### config.mk
export PLATFORM = sky130hd
export DESIGN_NAME = sh9_irradiance_eval
export DESIGN_NICKNAME = d
export VERILOG_FILES = /design/src/sv/sh9_pkg.sv /design/src/sv/sh9_front.sv /design/src/sv/sh9_cmd_fifo.sv /design/src/sv/sh9_back.sv /design/src/sv/sh9_irradiance_eval.sv
export SDC_FILE = /design/constraint.sdc
export NUM_CORES = 2
export LEC_CHECK = 0
export BUFFER_PORTS_ARGS = -buffer_cell sky130_fd_sc_hd__buf_2
export CORE_ASPECT_RATIO = 0.6
export CORE_MARGIN = 2
export CORE_UTILIZATION = 30
export DETAILED_ROUTE_END_ITERATION = 12
export MAX_ROUTING_LAYER = met4
export REMOVE_ABC_BUFFERS = 1
export SLEW_MARGIN = 20
export SYNTH_ARGS = -nofsm -noshare
export SYNTH_HDL_FRONTEND = slang
export SYNTH_SLANG_ARGS = --single-unit
### constraint.sdc
create_clock -name aclk -period 7 [get_ports aclk]
set_input_delay 0.35 -clock aclk [delete_from_list [all_inputs] [get_ports aclk]]
set_output_delay 0.35 -clock aclk [all_outputs]
set_load 0.01 [all_outputs]
### src/sv/sh9_pkg.sv
// ----------------------------------------------------------------------------
// sh9_pkg
// Shared constants and types for the order-2 SH irradiance evaluator.
// ----------------------------------------------------------------------------
package sh9_pkg;

    localparam int COEF_WIDTH_DEF = 18;
    localparam int NUM_BASIS_DEF  = 9;
    localparam int NUM_CHANNELS   = 3;

    localparam int NORMAL_W   = 16;
    localparam int CHAN_W     = 2;
    localparam int INDEX_W    = 4;
    localparam int IRR_W      = 15;
    localparam int FRAC_BITS  = 14;
    localparam int ONE_Q14    = 16384;
    localparam int ROUND_HALF = 8192;

    // basis values and second-order terms stay within 18 signed bits
    localparam int BASIS_W = 18;
    // widest second multiplier operand is 3*zz - 1.0
    localparam int OPB_W   = 19;

    localparam int ADDR_W         = $clog2(NUM_CHANNELS * NUM_BASIS_DEF);
    localparam int CMD_FIFO_DEPTH = 4;

    // basis constants, Q2.14
    localparam logic signed [NORMAL_W-1:0] K0 = 16'sd4622;
    localparam logic signed [NORMAL_W-1:0] K1 = 16'sd8005;
    localparam logic signed [NORMAL_W-1:0] K2 = 16'sd17900;
    localparam logic signed [NORMAL_W-1:0] K3 = 16'sd5167;
    localparam logic signed [NORMAL_W-1:0] K4 = 16'sd8950;

    localparam logic MODE_WRITE = 1'b0;
    localparam logic MODE_EVAL  = 1'b1;

    typedef enum logic {
        CMD_WRITE = 1'b0,
        CMD_EVAL  = 1'b1
    } cmd_kind_t;

    typedef struct packed {
        cmd_kind_t                   kind;
        logic [ADDR_W-1:0]           addr;
        logic signed [NORMAL_W-1:0]  nx;
        logic signed [NORMAL_W-1:0]  ny;
        logic signed [NORMAL_W-1:0]  nz;
    } cmd_hdr_t;

    localparam int HDR_W = $bits(cmd_hdr_t);

    // products of the basis phase, one per step, in issue order
    typedef enum logic [3:0] {
        OP_XX = 4'd0,
        OP_YY = 4'd1,
        OP_ZZ = 4'd2,
        OP_XY = 4'd3,
        OP_YZ = 4'd4,
        OP_XZ = 4'd5,
        OP_B1 = 4'd6,
        OP_B2 = 4'd7,
        OP_B3 = 4'd8,
        OP_B4 = 4'd9,
        OP_B5 = 4'd10,
        OP_B6 = 4'd11,
        OP_B7 = 4'd12,
        OP_B8 = 4'd13
    } basis_op_t;

    localparam int NUM_BASIS_OPS = 14;

endpackage

### src/sv/sh9_front.sv
// ----------------------------------------------------------------------------
// sh9_front
// Input side: takes transactions, checks write addresses and forms commands.
// ----------------------------------------------------------------------------
module sh9_front #(
    parameter int COEF_WIDTH = sh9_pkg::COEF_WIDTH_DEF,
    parameter int NUM_BASIS  = sh9_pkg::NUM_BASIS_DEF
) (
    input  logic                                   s_valid,
    output logic                                   s_ready,
    input  logic                                   s_mode,
    input  logic [sh9_pkg::CHAN_W-1:0]             s_coef_channel,
    input  logic [sh9_pkg::INDEX_W-1:0]            s_coef_index,
    input  logic signed [COEF_WIDTH-1:0]           s_coef_value,
    input  logic signed [sh9_pkg::NORMAL_W-1:0]    s_normal_x,
    input  logic signed [sh9_pkg::NORMAL_W-1:0]    s_normal_y,
    input  logic signed [sh9_pkg::NORMAL_W-1:0]    s_normal_z,
    input  logic                                   fifo_full,
    output logic                                   push,
    output sh9_pkg::cmd_hdr_t                      push_hdr,
    output logic signed [COEF_WIDTH-1:0]           push_coef
);
    import sh9_pkg::*;

    logic addr_ok;
    logic is_eval;

    always_comb begin
        addr_ok = (int'(s_coef_channel) < NUM_CHANNELS) && (int'(s_coef_index) < NUM_BASIS);
        is_eval = (s_mode == MODE_EVAL);

        s_ready = !fifo_full;
        // writes to a nonexistent entry are consumed and dropped here
        push    = s_valid && s_ready && (is_eval || addr_ok);

        push_hdr.kind = is_eval ? CMD_EVAL : CMD_WRITE;
        push_hdr.addr = ADDR_W'(int'(s_coef_channel) * NUM_BASIS + int'(s_coef_index));
        push_hdr.nx   = s_normal_x;
        push_hdr.ny   = s_normal_y;
        push_hdr.nz   = s_normal_z;
        push_coef     = s_coef_value;
    end

endmodule

### src/sv/sh9_cmd_fifo.sv
// ----------------------------------------------------------------------------
// sh9_cmd_fifo
// Small command queue between the input side and the execution side.
// ----------------------------------------------------------------------------
module sh9_cmd_fifo #(
    parameter int WIDTH = 8,
    parameter int DEPTH = sh9_pkg::CMD_FIFO_DEPTH
) (
    input  logic             aclk,
    input  logic             aresetn,
    input  logic             push,
    input  logic [WIDTH-1:0] push_data,
    output logic             full,
    input  logic             pop,
    output logic [WIDTH-1:0] pop_data,
    output logic             empty
);
    localparam int PTR_W = (DEPTH > 1) ? $clog2(DEPTH) : 1;
    localparam int CNT_W = $clog2(DEPTH + 1);

    logic [WIDTH-1:0] slot_reg [DEPTH];
    logic [PTR_W-1:0] wr_ptr_reg, wr_ptr_next;
    logic [PTR_W-1:0] rd_ptr_reg, rd_ptr_next;
    logic [CNT_W-1:0] count_reg, count_next;
    logic             do_push, do_pop;

    always_comb begin
        full     = (count_reg == CNT_W'(DEPTH));
        empty    = (count_reg == '0);
        pop_data = slot_reg[rd_ptr_reg];
        do_push  = push && !full;
        do_pop   = pop && !empty;

        wr_ptr_next = wr_ptr_reg;
        if (do_push) begin
            wr_ptr_next = (wr_ptr_reg == PTR_W'(DEPTH - 1)) ? '0 : wr_ptr_reg + 1'b1;
        end
        rd_ptr_next = rd_ptr_reg;
        if (do_pop) begin
            rd_ptr_next = (rd_ptr_reg == PTR_W'(DEPTH - 1)) ? '0 : rd_ptr_reg + 1'b1;
        end
        count_next = count_reg;
        if (do_push && !do_pop) begin
            count_next = count_reg + 1'b1;
        end else if (do_pop && !do_push) begin
            count_next = count_reg - 1'b1;
        end
    end

    always_ff @(posedge aclk) begin
        if (!aresetn) begin
            wr_ptr_reg <= '0;
            rd_ptr_reg <= '0;
            count_reg  <= '0;
        end else begin
            wr_ptr_reg <= wr_ptr_next;
            rd_ptr_reg <= rd_ptr_next;
            count_reg  <= count_next;
        end
    end

    always_ff @(posedge aclk) begin
        if (do_push) begin
            slot_reg[wr_ptr_reg] <= push_data;
        end
    end

endmodule

### src/sv/sh9_back.sv
// ----------------------------------------------------------------------------
// sh9_back
// Execution side: coefficient store, shared multiplier sequencer, result
// register.
// ----------------------------------------------------------------------------
module sh9_back #(
    parameter int COEF_WIDTH = sh9_pkg::COEF_WIDTH_DEF,
    parameter int NUM_BASIS  = sh9_pkg::NUM_BASIS_DEF,
    parameter int FIFO_W     = sh9_pkg::HDR_W + COEF_WIDTH
) (
    input  logic                        aclk,
    input  logic                        aresetn,
    input  logic                        cmd_empty,
    input  logic [FIFO_W-1:0]           cmd_data,
    output logic                        cmd_pop,
    output logic                        m_valid,
    input  logic                        m_ready,
    output logic [sh9_pkg::IRR_W-1:0]   m_irr_red,
    output logic [sh9_pkg::IRR_W-1:0]   m_irr_green,
    output logic [sh9_pkg::IRR_W-1:0]   m_irr_blue
);
    import sh9_pkg::*;

    localparam int COEF_DEPTH = NUM_CHANNELS * NUM_BASIS;
    localparam int IDX_W      = $clog2(NUM_BASIS);
    localparam int CH_W       = $clog2(NUM_CHANNELS);
    localparam int MAC_END    = NUM_BASIS_OPS + COEF_DEPTH;
    // room to drain the multiply and writeback stages
    localparam int FIN_STEP   = MAC_END + 2;
    localparam int STEP_W     = $clog2(FIN_STEP + 1);
    localparam int OPA_W      = (COEF_WIDTH > NORMAL_W) ? COEF_WIDTH : NORMAL_W;
    localparam int PROD_W     = OPA_W + OPB_W;
    localparam int RND_W      = PROD_W + 1 - FRAC_BITS;
    localparam int ACC_W      = RND_W + $clog2(NUM_BASIS);

    typedef enum logic [2:0] {
        ST_IDLE = 3'b001,
        ST_BUSY = 3'b010,
        ST_HOLD = 3'b100
    } back_state_t;

    function automatic logic [IRR_W-1:0] clamp_q14(input logic signed [ACC_W-1:0] v);
        if (v < 0) begin
            return '0;
        end else if (v > ACC_W'(ONE_Q14)) begin
            return IRR_W'(ONE_Q14);
        end
        return v[IRR_W-1:0];
    endfunction

    // command unpack
    cmd_hdr_t                    cmd_hdr;
    logic signed [COEF_WIDTH-1:0] cmd_coef;

    assign cmd_hdr  = cmd_hdr_t'(cmd_data[FIFO_W-1 -: HDR_W]);
    assign cmd_coef = cmd_data[COEF_WIDTH-1:0];

    // control
    back_state_t          state_reg, state_next;
    logic [STEP_W-1:0]    step_reg, step_next;
    logic                 st1_valid_reg, st1_valid_next;
    logic                 st1_is_mac_reg;
    logic [IDX_W-1:0]     st1_idx_reg;
    logic [CH_W-1:0]      st1_ch_reg;
    logic                 st2_valid_reg, st2_valid_next;
    logic                 st2_is_mac_reg;
    basis_op_t            st2_op_reg;
    basis_op_t            st1_op_reg;
    logic [CH_W-1:0]      st2_ch_reg;
    logic                 m_valid_reg, m_valid_next;

    logic pop_eval, pop_write, busy, issue_basis, issue_mac, at_fin, out_free, load_out;
    basis_op_t issue_op;

    // datapath
    logic signed [COEF_WIDTH-1:0] coef_mem [COEF_DEPTH];
    logic signed [COEF_WIDTH-1:0] rd_data_reg;
    logic [ADDR_W-1:0]            mac_addr_reg;
    logic [IDX_W-1:0]             mac_idx_reg;
    logic [CH_W-1:0]              mac_ch_reg;

    logic signed [NORMAL_W-1:0]   nx_reg, ny_reg, nz_reg;
    logic signed [BASIS_W-1:0]    xx_reg, yy_reg, zz_reg, xy_reg, yz_reg, xz_reg;
    logic signed [BASIS_W-1:0]    basis_reg [NUM_BASIS];
    logic signed [ACC_W-1:0]      acc_reg [NUM_CHANNELS];

    logic signed [OPA_W-1:0]      op_a, a_reg, mul_a;
    logic signed [OPB_W-1:0]      op_b, b_reg, mul_b;
    logic signed [PROD_W-1:0]     prod_reg;
    logic signed [PROD_W:0]       rnd_sum, rnd_shift;
    logic signed [RND_W-1:0]      rnd_val;

    logic [IRR_W-1:0] irr_red_reg, irr_green_reg, irr_blue_reg;

    always_comb begin
        cmd_pop     = (state_reg == ST_IDLE) && !cmd_empty;
        pop_eval    = cmd_pop && (cmd_hdr.kind == CMD_EVAL);
        pop_write   = cmd_pop && (cmd_hdr.kind == CMD_WRITE);
        busy        = (state_reg == ST_BUSY);
        issue_basis = busy && (step_reg < STEP_W'(NUM_BASIS_OPS));
        issue_mac   = busy && !issue_basis && (step_reg < STEP_W'(MAC_END));
        at_fin      = busy && (step_reg == STEP_W'(FIN_STEP));
        out_free    = !m_valid_reg || m_ready;
        load_out    = (at_fin || (state_reg == ST_HOLD)) && out_free;
        issue_op    = basis_op_t'(step_reg[3:0]);

        state_next = state_reg;
        unique case (state_reg)
            ST_IDLE: begin
                if (pop_eval) begin
                    state_next = ST_BUSY;
                end
            end
            ST_BUSY: begin
                if (at_fin) begin
                    state_next = load_out ? ST_IDLE : ST_HOLD;
                end
            end
            ST_HOLD: begin
                if (out_free) begin
                    state_next = ST_IDLE;
                end
            end
            default: state_next = ST_IDLE;
        endcase

        step_next = step_reg;
        if (pop_eval) begin
            step_next = '0;
        end else if (busy && !at_fin) begin
            step_next = step_reg + 1'b1;
        end

        st1_valid_next = issue_basis || issue_mac;
        st2_valid_next = st1_valid_reg;

        if (load_out) begin
            m_valid_next = 1'b1;
        end else if (m_ready) begin
            m_valid_next = 1'b0;
        end else begin
            m_valid_next = m_valid_reg;
        end
    end

    // operand select for the basis phase
    always_comb begin
        op_a = '0;
        op_b = '0;
        unique case (issue_op)
            OP_XX: begin op_a = OPA_W'(nx_reg); op_b = OPB_W'(nx_reg); end
            OP_YY: begin op_a = OPA_W'(ny_reg); op_b = OPB_W'(ny_reg); end
            OP_ZZ: begin op_a = OPA_W'(nz_reg); op_b = OPB_W'(nz_reg); end
            OP_XY: begin op_a = OPA_W'(nx_reg); op_b = OPB_W'(ny_reg); end
            OP_YZ: begin op_a = OPA_W'(ny_reg); op_b = OPB_W'(nz_reg); end
            OP_XZ: begin op_a = OPA_W'(nx_reg); op_b = OPB_W'(nz_reg); end
            OP_B1: begin op_a = OPA_W'(K1); op_b = OPB_W'(ny_reg); end
            OP_B2: begin op_a = OPA_W'(K1); op_b = OPB_W'(nz_reg); end
            OP_B3: begin op_a = OPA_W'(K1); op_b = OPB_W'(nx_reg); end
            OP_B4: begin op_a = OPA_W'(K2); op_b = OPB_W'(xy_reg); end
            OP_B5: begin op_a = OPA_W'(K2); op_b = OPB_W'(yz_reg); end
            OP_B6: begin
                op_a = OPA_W'(K3);
                op_b = OPB_W'(zz_reg) + OPB_W'(zz_reg) + OPB_W'(zz_reg) - OPB_W'(ONE_Q14);
            end
            OP_B7: begin op_a = OPA_W'(K2); op_b = OPB_W'(xz_reg); end
            OP_B8: begin op_a = OPA_W'(K4); op_b = OPB_W'(xx_reg) - OPB_W'(yy_reg); end
            default: begin op_a = '0; op_b = '0; end
        endcase
    end

    always_comb begin
        mul_a     = st1_is_mac_reg ? OPA_W'(rd_data_reg) : a_reg;
        mul_b     = st1_is_mac_reg ? OPB_W'(basis_reg[st1_idx_reg]) : b_reg;
        // round half up: floor((p + 0.5) / 1.0)
        rnd_sum   = (PROD_W + 1)'(prod_reg) + (PROD_W + 1)'(ROUND_HALF);
        rnd_shift = rnd_sum >>> FRAC_BITS;
        rnd_val   = rnd_shift[RND_W-1:0];
    end

    always_ff @(posedge aclk) begin
        if (!aresetn) begin
            state_reg     <= ST_IDLE;
            step_reg      <= '0;
            st1_valid_reg <= 1'b0;
            st2_valid_reg <= 1'b0;
            m_valid_reg   <= 1'b0;
        end else begin
            state_reg     <= state_next;
            step_reg      <= step_next;
            st1_valid_reg <= st1_valid_next;
            st2_valid_reg <= st2_valid_next;
            m_valid_reg   <= m_valid_next;
        end
    end

    // coefficient store, registered read
    always_ff @(posedge aclk) begin
        if (pop_write) begin
            coef_mem[cmd_hdr.addr] <= cmd_coef;
        end
        rd_data_reg <= coef_mem[mac_addr_reg];
    end

    always_ff @(posedge aclk) begin
        if (pop_eval) begin
            nx_reg       <= cmd_hdr.nx;
            ny_reg       <= cmd_hdr.ny;
            nz_reg       <= cmd_hdr.nz;
            basis_reg[0] <= BASIS_W'(K0);
            mac_addr_reg <= '0;
            mac_idx_reg  <= '0;
            mac_ch_reg   <= '0;
        end else if (issue_mac) begin
            if (mac_addr_reg != ADDR_W'(COEF_DEPTH - 1)) begin
                mac_addr_reg <= mac_addr_reg + 1'b1;
            end
            if (mac_idx_reg == IDX_W'(NUM_BASIS - 1)) begin
                mac_idx_reg <= '0;
                mac_ch_reg  <= mac_ch_reg + 1'b1;
            end else begin
                mac_idx_reg <= mac_idx_reg + 1'b1;
            end
        end

        // issue stage
        st1_is_mac_reg <= issue_mac;
        st1_idx_reg    <= mac_idx_reg;
        st1_ch_reg     <= mac_ch_reg;
        st1_op_reg     <= issue_op;
        a_reg          <= op_a;
        b_reg          <= op_b;

        // multiply stage
        prod_reg       <= mul_a * mul_b;
        st2_is_mac_reg <= st1_is_mac_reg;
        st2_op_reg     <= st1_op_reg;
        st2_ch_reg     <= st1_ch_reg;

        // writeback stage
        if (pop_eval) begin
            for (int c = 0; c < NUM_CHANNELS; c++) begin
                acc_reg[c] <= '0;
            end
        end else if (st2_valid_reg) begin
            if (st2_is_mac_reg) begin
                acc_reg[st2_ch_reg] <= acc_reg[st2_ch_reg] + ACC_W'(rnd_val);
            end else begin
                unique case (st2_op_reg)
                    OP_XX:   xx_reg       <= rnd_val[BASIS_W-1:0];
                    OP_YY:   yy_reg       <= rnd_val[BASIS_W-1:0];
                    OP_ZZ:   zz_reg       <= rnd_val[BASIS_W-1:0];
                    OP_XY:   xy_reg       <= rnd_val[BASIS_W-1:0];
                    OP_YZ:   yz_reg       <= rnd_val[BASIS_W-1:0];
                    OP_XZ:   xz_reg       <= rnd_val[BASIS_W-1:0];
                    OP_B1:   basis_reg[1] <= rnd_val[BASIS_W-1:0];
                    OP_B2:   basis_reg[2] <= rnd_val[BASIS_W-1:0];
                    OP_B3:   basis_reg[3] <= rnd_val[BASIS_W-1:0];
                    OP_B4:   basis_reg[4] <= rnd_val[BASIS_W-1:0];
                    OP_B5:   basis_reg[5] <= rnd_val[BASIS_W-1:0];
                    OP_B6:   basis_reg[6] <= rnd_val[BASIS_W-1:0];
                    OP_B7:   basis_reg[7] <= rnd_val[BASIS_W-1:0];
                    OP_B8:   basis_reg[8] <= rnd_val[BASIS_W-1:0];
                    default: xx_reg       <= xx_reg;
                endcase
            end
        end

        if (load_out) begin
            irr_red_reg   <= clamp_q14(acc_reg[0]);
            irr_green_reg <= clamp_q14(acc_reg[1]);
            irr_blue_reg  <= clamp_q14(acc_reg[2]);
        end
    end

    assign m_valid     = m_valid_reg;
    assign m_irr_red   = irr_red_reg;
    assign m_irr_green = irr_green_reg;
    assign m_irr_blue  = irr_blue_reg;

`ifndef SYNTHESIS
    a_pop_drained: assert property (@(posedge aclk) disable iff (!aresetn)
        cmd_pop |-> (!st1_valid_reg && !st2_valid_reg))
        else $error("command popped while multiplier pipeline still busy");

    a_hold_drained: assert property (@(posedge aclk) disable iff (!aresetn)
        (state_reg == ST_HOLD) |-> (!st1_valid_reg && !st2_valid_reg))
        else $error("pipeline activity while waiting on result slot");

    a_result_source: assert property (@(posedge aclk) disable iff (!aresetn)
        $rose(m_valid_reg) |-> $past(at_fin || (state_reg == ST_HOLD)))
        else $error("result raised outside the end of an evaluation");

    a_step_bound: assert property (@(posedge aclk) disable iff (!aresetn)
        busy |-> (step_reg <= STEP_W'(FIN_STEP)))
        else $error("step counter ran past the end of the sequence");
`endif

endmodule

### src/sv/sh9_irradiance_eval.sv
// ----------------------------------------------------------------------------
// sh9_irradiance_eval
// Order-2 spherical-harmonic irradiance evaluation, RGB, fixed point.
// ----------------------------------------------------------------------------
// Transactions enter a four-entry command queue and are executed in order.
// A coefficient write (mode 0) gives no result; a write to channel 3 or to
// an index above 8 is dropped. An evaluation (mode 1) starts, then issues 14
// products for the basis terms and 27 coefficient-by-basis products, all
// through one shared multiplier at one product per cycle, then drains the
// pipeline and applies the final clamp. The coefficient store is a 27-entry
// memory with a registered read port and has no reset; every coefficient
// must be written before an evaluation reads it. Results sit in an output
// register, so the queue keeps taking transactions while a result waits on
// m_ready.
// ----------------------------------------------------------------------------
module sh9_irradiance_eval #(
    parameter int COEF_WIDTH = sh9_pkg::COEF_WIDTH_DEF,
    parameter int NUM_BASIS  = sh9_pkg::NUM_BASIS_DEF
) (
    input  logic                                aclk,
    input  logic                                aresetn,
    input  logic                                s_valid,
    output logic                                s_ready,
    input  logic                                s_mode,
    input  logic [sh9_pkg::CHAN_W-1:0]          s_coef_channel,
    input  logic [sh9_pkg::INDEX_W-1:0]         s_coef_index,
    input  logic signed [COEF_WIDTH-1:0]        s_coef_value,
    input  logic signed [sh9_pkg::NORMAL_W-1:0] s_normal_x,
    input  logic signed [sh9_pkg::NORMAL_W-1:0] s_normal_y,
    input  logic signed [sh9_pkg::NORMAL_W-1:0] s_normal_z,
    output logic                                m_valid,
    input  logic                                m_ready,
    output logic [sh9_pkg::IRR_W-1:0]           m_irr_red,
    output logic [sh9_pkg::IRR_W-1:0]           m_irr_green,
    output logic [sh9_pkg::IRR_W-1:0]           m_irr_blue
);
    import sh9_pkg::*;

    localparam int FIFO_W = HDR_W + COEF_WIDTH;

    logic                         push, fifo_full, fifo_empty, fifo_pop;
    cmd_hdr_t                     push_hdr;
    logic signed [COEF_WIDTH-1:0] push_coef;
    logic [FIFO_W-1:0]            fifo_out;

    sh9_front #(
        .COEF_WIDTH (COEF_WIDTH),
        .NUM_BASIS  (NUM_BASIS)
    ) u_front (
        .s_valid        (s_valid),
        .s_ready        (s_ready),
        .s_mode         (s_mode),
        .s_coef_channel (s_coef_channel),
        .s_coef_index   (s_coef_index),
        .s_coef_value   (s_coef_value),
        .s_normal_x     (s_normal_x),
        .s_normal_y     (s_normal_y),
        .s_normal_z     (s_normal_z),
        .fifo_full      (fifo_full),
        .push           (push),
        .push_hdr       (push_hdr),
        .push_coef      (push_coef)
    );

    sh9_cmd_fifo #(
        .WIDTH (FIFO_W),
        .DEPTH (CMD_FIFO_DEPTH)
    ) u_fifo (
        .aclk      (aclk),
        .aresetn   (aresetn),
        .push      (push),
        .push_data ({push_hdr, push_coef}),
        .full      (fifo_full),
        .pop       (fifo_pop),
        .pop_data  (fifo_out),
        .empty     (fifo_empty)
    );

    sh9_back #(
        .COEF_WIDTH (COEF_WIDTH),
        .NUM_BASIS  (NUM_BASIS),
        .FIFO_W     (FIFO_W)
    ) u_back (
        .aclk        (aclk),
        .aresetn     (aresetn),
        .cmd_empty   (fifo_empty),
        .cmd_data    (fifo_out),
        .cmd_pop     (fifo_pop),
        .m_valid     (m_valid),
        .m_ready     (m_ready),
        .m_irr_red   (m_irr_red),
        .m_irr_green (m_irr_green),
        .m_irr_blue  (m_irr_blue)
    );

endmodule
# Yosys cells after proc, flatten, opt, wreduce, memory -nomap -nowiden
# Memories as Yosys holds them, arrays and structs flattened. A register that Yosys moved wholly into a read port is not among the register bits.
# Index checks and enable logic that the tools add are counted.
[word_totals]
ff_bits = 319
ramBits = 1020
input_bits = 77
output_inout_bits = 47
elab_cells = 277
mem_count = 4
[mem_list]
columns = ["name", "words", "word_bits", "rd", "rd_clocked_by_memory_dff", "write_ports", "line_no", "rtl"]
rows = [
  ["u_back.coef_mem", 27, 18, 1, 1, 1, "sh9_back.sv:76", "logic signed [COEF_WIDTH-1:0] coef_mem [COEF_DEPTH];"],
  ["u_fifo.slot_reg", 4, 72, 1, 1, 1, "sh9_cmd_fifo.sv:21", "logic [WIDTH-1:0] slot_reg [DEPTH];"],
  ["u_back.basis_reg", 9, 18, 1, 1, 1, "sh9_back.sv:84", "logic signed [BASIS_W-1:0] basis_reg [NUM_BASIS];"],
  ["u_back.acc_reg", 3, 28, 4, 1, 3, "sh9_back.sv:85", "logic signed [ACC_W-1:0] acc_reg [NUM_CHANNELS];"],
]
[op_classes]
addsub = 15
mul = 2
magnitude_cmp = 10
eq_ne = 38
n_mux = 114
bitwise_logic = 4
reduce_logical = 58
[op_table]
columns = ["op", "n"]
rows = [
  ["$mux 18", 9],
  ["$pmux 19 s8", 1],
  ["$reduce_or 18->1", 8],
  ["$mux 15", 9],
  ["$pmux 18 s7", 1],
  ["$gt 28x16->1 const B", 3],
  ["$lt 28x1->1 const B", 3],
  ["$mux 1", 71],
  ["$eq 4x4->1 const B", 13],
  ["$add 37x15->38 const B", 1],
  ["$mul 18x19->37", 1],
  ["$mux 4", 9],
  ["$eq 4x3->1 const B", 8],
  ["$add 28x24->28", 1],
  ["$mux 28", 1],
  ["$reduce_or 28->1", 1],
  ["$reduce_and 4->1", 6],
  ["$add 18x18->19", 1],
  ["$add 19x18->19", 1],
  ["$mux 19", 1],
  ["$sub 18x18->19", 1],
  ["$sub 19x16->19 const B", 1],
  ["$mux 3", 6],
  ["$eq 4x2->1 const B", 4],
  ["35 further kinds", 80],
]

# Depth between registers and ports, before layout
[depth]
word_depth = 15
ltp_mapped = 33
depth_no_buf = 31

# By module
# Synthesis repeated with hierarchy kept, for this count alone.
[unflattened]
cells_unflattened = 4393
hier_area_um2 = 66696.5
[by_module_without_submodules]
columns = ["module", "instances", "cells_per_inst", "area_per_inst_um2", "seq_area_each_um2"]
rows = [
  ["sh9_back", 1, 3883, 55094.1, 30679.4],
  ["sh9_cmd_fifo", 1, 427, 10948.0, 8828.5],
  ["sh9_front", 1, 83, 654.4, 0.0],
]

# Least setup slack after synthesis
# No wires, ideal clock.
[synth_path]
path_type = "register to register"
start = "register (tool-made name)"
end = "register u_back.prod_reg[36]"
setup_time_ns = 0.121
arrival_ns = 7.429
required_time_ns = 6.879
slack_ns = -0.550
path_stages_with_launch = 28
path_buffers = 2
synth_period_minus_slack_ns = 7.550
cell_sequence = "dfxtp_1 > buf_2 > buf_2 > mux4_2 > a21oi_1 > o21ai_0 > mux2i_1 > nor2_1 > fa_1 > inv_1 > fa_1 > fa_1 > inv_1 > fa_1 > fa_1 > inv_1 > fa_1 > inv_1 > ha_1 > a2111oi_0 > o21ai_1 > o21ai_0 > nand2_1 > o211ai_4 > o21ai_2 > a221o_1 > o41a_1 > xnor2_1"
[synth_rtl]
columns = ["item", "line_no", "rtl"]
rows = [
  ["end signal: assignment", "sh9_back.sv:235", "prod_reg <= mul_a * mul_b;"],
  ["end: declaration", "sh9_back.sv:89", "logic signed [PROD_W-1:0] prod_reg;"],
]

==> qor.yml <==
status:
  outcome: "complete, but fails checks"
  violations: "negative setup slack"
finish:
  ff_latch_area_um2: 39500
  area_delta_synth_final_pct: 18.9
  layout.nets: 5472
  drive_above_1_share: 0.244
  multi_input_area_um2: 25500
  fillers: 20600
  final_common_cell: "edfxtp_1"
  final_cell_mix: "edfxtp_1, inv_1, nor2_1"
  layout.cells.non_filler: 7864
  largest_reg_flops: 486
sta:
  period_share: 1.04
  rsz0062_at_grt: "yes"
  setup_slack_ns: -0.282
  slew_violations: 0
  slew_headroom: 0.259
  finClkSkew_ns: 0.124
  worst_pin_slew_ns: 1.11
  max_freq_mhz: 137
  hold_violations: 0
  finalSetupViolCount: 11
  layout_min_cycle_time_ns: 7.28
clock_network:
  clockBufferDepth: 3
  clkSlewWorstSetupHoldPaths_ns: 0.07
  cts_tree: "yes"
  cts-htree-levels: 3
  cts.sinks: 1358
  numCtsBuffers: 116
  clk_latency_ns: 0.77
  cts-root-buf: "clkbuf_16"
synth:
  syn_area_um2: 66200
  ys.flop_type: "edfxtp_1"
  syn_inst: 4355
  synth_area_per_cell_um2: 15.2
  yosysUniqueCellTypes: 77
  ys_seq_area_frac: 0.597
  ys_ff_latch: 1358
  synth-async-reset-ratio: 0
  synth-edff-count: 1231
  ys_warn_count: 0
critical_path:
  crit_type: "register to register"
  crit_fanout: 8
  endpoint_kind: "register"
  rr_worst_depth: 26
  crit_required_ns: 7.54
  setup.worst_path.start_class: "register"
  cp.arrival_ns: 7.83
route:
  post-route-drc-count: 0
  drt_wl_total_um: 171000
  via_count: 38300
  detail_route.wl_per_cell_um: 21.8
  dr.pass1.iters: 7
  routed_via_density: 4.87
  dr.first_iter.drc_count: 4149
  drt.antenna.violating_nets: 0
min_path:
  whs_path_depth: 3
  hold_class: "input port to register"
die:
  coreArea_um2: 219000
  die_width_um: 611
  start_util: 0.302
  num_io_pins: 124
  die_area_um2: 225000
  die_h_um: 368
  num_rows: 133
global_route:
  grt_pass1_wl_um: 255000
  first_global_vias: 38500
  grt_overflow: 0
  antenna_found_initial: 6
  grt_start_max_net_pins: 88
  grt_util_all_layers: 0.156
placement:
  dp_slack_ns: -0.633
  gp_congestion: 0.946
  io_buffers: 123
  dp_hpwl_um: 122000
  place_inst: 7518
flow_run:
  drv_cap: 0
==> per-stage QoR <==
step	cell area, µm²	setup TNS [ns]	utilization	hold WS (ns)
floorplan	65700	-19.49	-	0.310
global placement	72500	-4.65	0.331	0.311
detailed placement	72600	-5.94	0.331	0.313
CTS	78100	-1.65	0.356	0.00251
global route	78700	-5.63	0.359	0.0292
finish	78700	-1.82	0.359	0.0275
==> worst paths after layout <==
| check | start | end | slack (ns) |
|---|---|---|---|
| setup / recovery | register | u_back.prod_reg[36] | -0.28 |
| hold / removal | m_ready | u_back.m_valid | 0.03 |
| setup reg to reg | register | u_back.prod_reg[36] | -0.28 |
| hold reg to reg | u_back.st1_ch_reg[0] | u_back.st2_ch_reg[0] | 0.32 |
==> repair_timing <==
item                                   in CTS  in global routing
buffers inserted                           36                 18
endpoints found under the hold margin     273                  0
pin swaps                                  62                 72
setup endpoints to repair                  24                 24
gates cloned                                2                  0
resized for setup                         106                121
hold buffers                               70                  0
==> layout make-up <==
type,count,area share
well taps,2902,0.0461
flip-flops and latches,1358,0.502
clock inverters,80,0.0128
multi-input cells,2379,0.324
inverters,472,0.0225
clock buffers,138,0.0386
repair buffers,530,0.0535
diodes,5,0.000159
==> cells in the mapped netlist (4+ instances only) <==
cell      count  area (µm²)
edfxtp_1   1231       37000
inv_1       471        1770
nor2_1      423        1590
fa_1        349        6990
mux4_2      262        5900
nand2_1     252         946
ha_1        189        2360
dfxtp_1     127        2540
a21oi_1     107         536
clkbuf_1    103         387
xnor2_1      71         622
mux2_2       62         698
and2_1       59         369
o21ai_0      47         235
a21o_1       46         345
a22oi_1      44         330
xor2_1       41         359
nand3_1      39         195
mux2i_1      37         370
buf_1        32         120
nand2b_1     31         194
nor3_1       30         150
nand4_1      24         150
nor2b_1      24         150
and3_1       22         138
a221oi_1     21         184
nor4_1       18         113
o211ai_1     15         113
a211oi_1     14         105
nor3b_1      13        97.6
o21a_1       12        90.1
o21ai_1      11        55.1
a222oi_1     10         100
buf_2        10        50.1
or3_1        10        62.6
or2_2         8        50.1
a221o_1       6        60.1
o21bai_1      6        45.0
a21boi_0      5        37.5
a41oi_1       5        43.8
nand3b_1      5        37.5
o31ai_1       5        37.5
and4_1        4        35.0
o221ai_1      4        35.0
==> critical path, stage by stage (launching register included) <==
cell and delay (ns):
dfxtp_4 0.41, buf_12 0.15, mux4_2 0.50, a21oi_2 0.16, o21ai_2 0.09, buf_4 0.15
mux2_4 0.33, nand2b_4 0.10, fa_1 0.46, fa_1 0.53, inv_1 0.06, fa_1 0.48
fa_1 0.53, fa_1 0.57, inv_2 0.06, fa_1 0.58, inv_2 0.07, ha_4 0.17
a2111oi_4 0.21, o21ai_1 0.12, o21ai_1 0.11, nand2_1 0.11, o211ai_4 0.22, o21ai_2 0.09
a221o_1 0.34, o41a_1 0.33, xnor2_1 0.13
==> layer usage <==
metal	routed length, µm	share of wire	vias to the layer above	GRT usage
met4	2400	0.014	0	0.0239
met5	0	0	-	-
met1	85200	0.50	19800	0.245
met2	67300	0.39	1494	0.203
met3	16300	0.095	177	0.0353
li1	-	-	16800	-
==> kinds of logic (layout without fill, tap and decap cells) <==
logic type / count (synthesis) / after routing / share of synthesized area
AO/OA/AOI/OAI: 390 / 390 / 0.0401
XOR/XNOR: 112 / 112 / 0.0148
adder cells (fa/ha/maj): 538 / 538 / 0.141
buffers and inverters: 618 / 1220 / 0.0353
flip-flops: 1358 / 1358 / 0.597
multiplexers: 363 / 363 / 0.106
other: 0 / 5 / 0
AND/OR/NAND/NOR: 976 / 976 / 0.0664
Power is left out: the tool's default activity adds up to more than one toggle a clock period on the data nets, which glitch-free logic cannot reach.
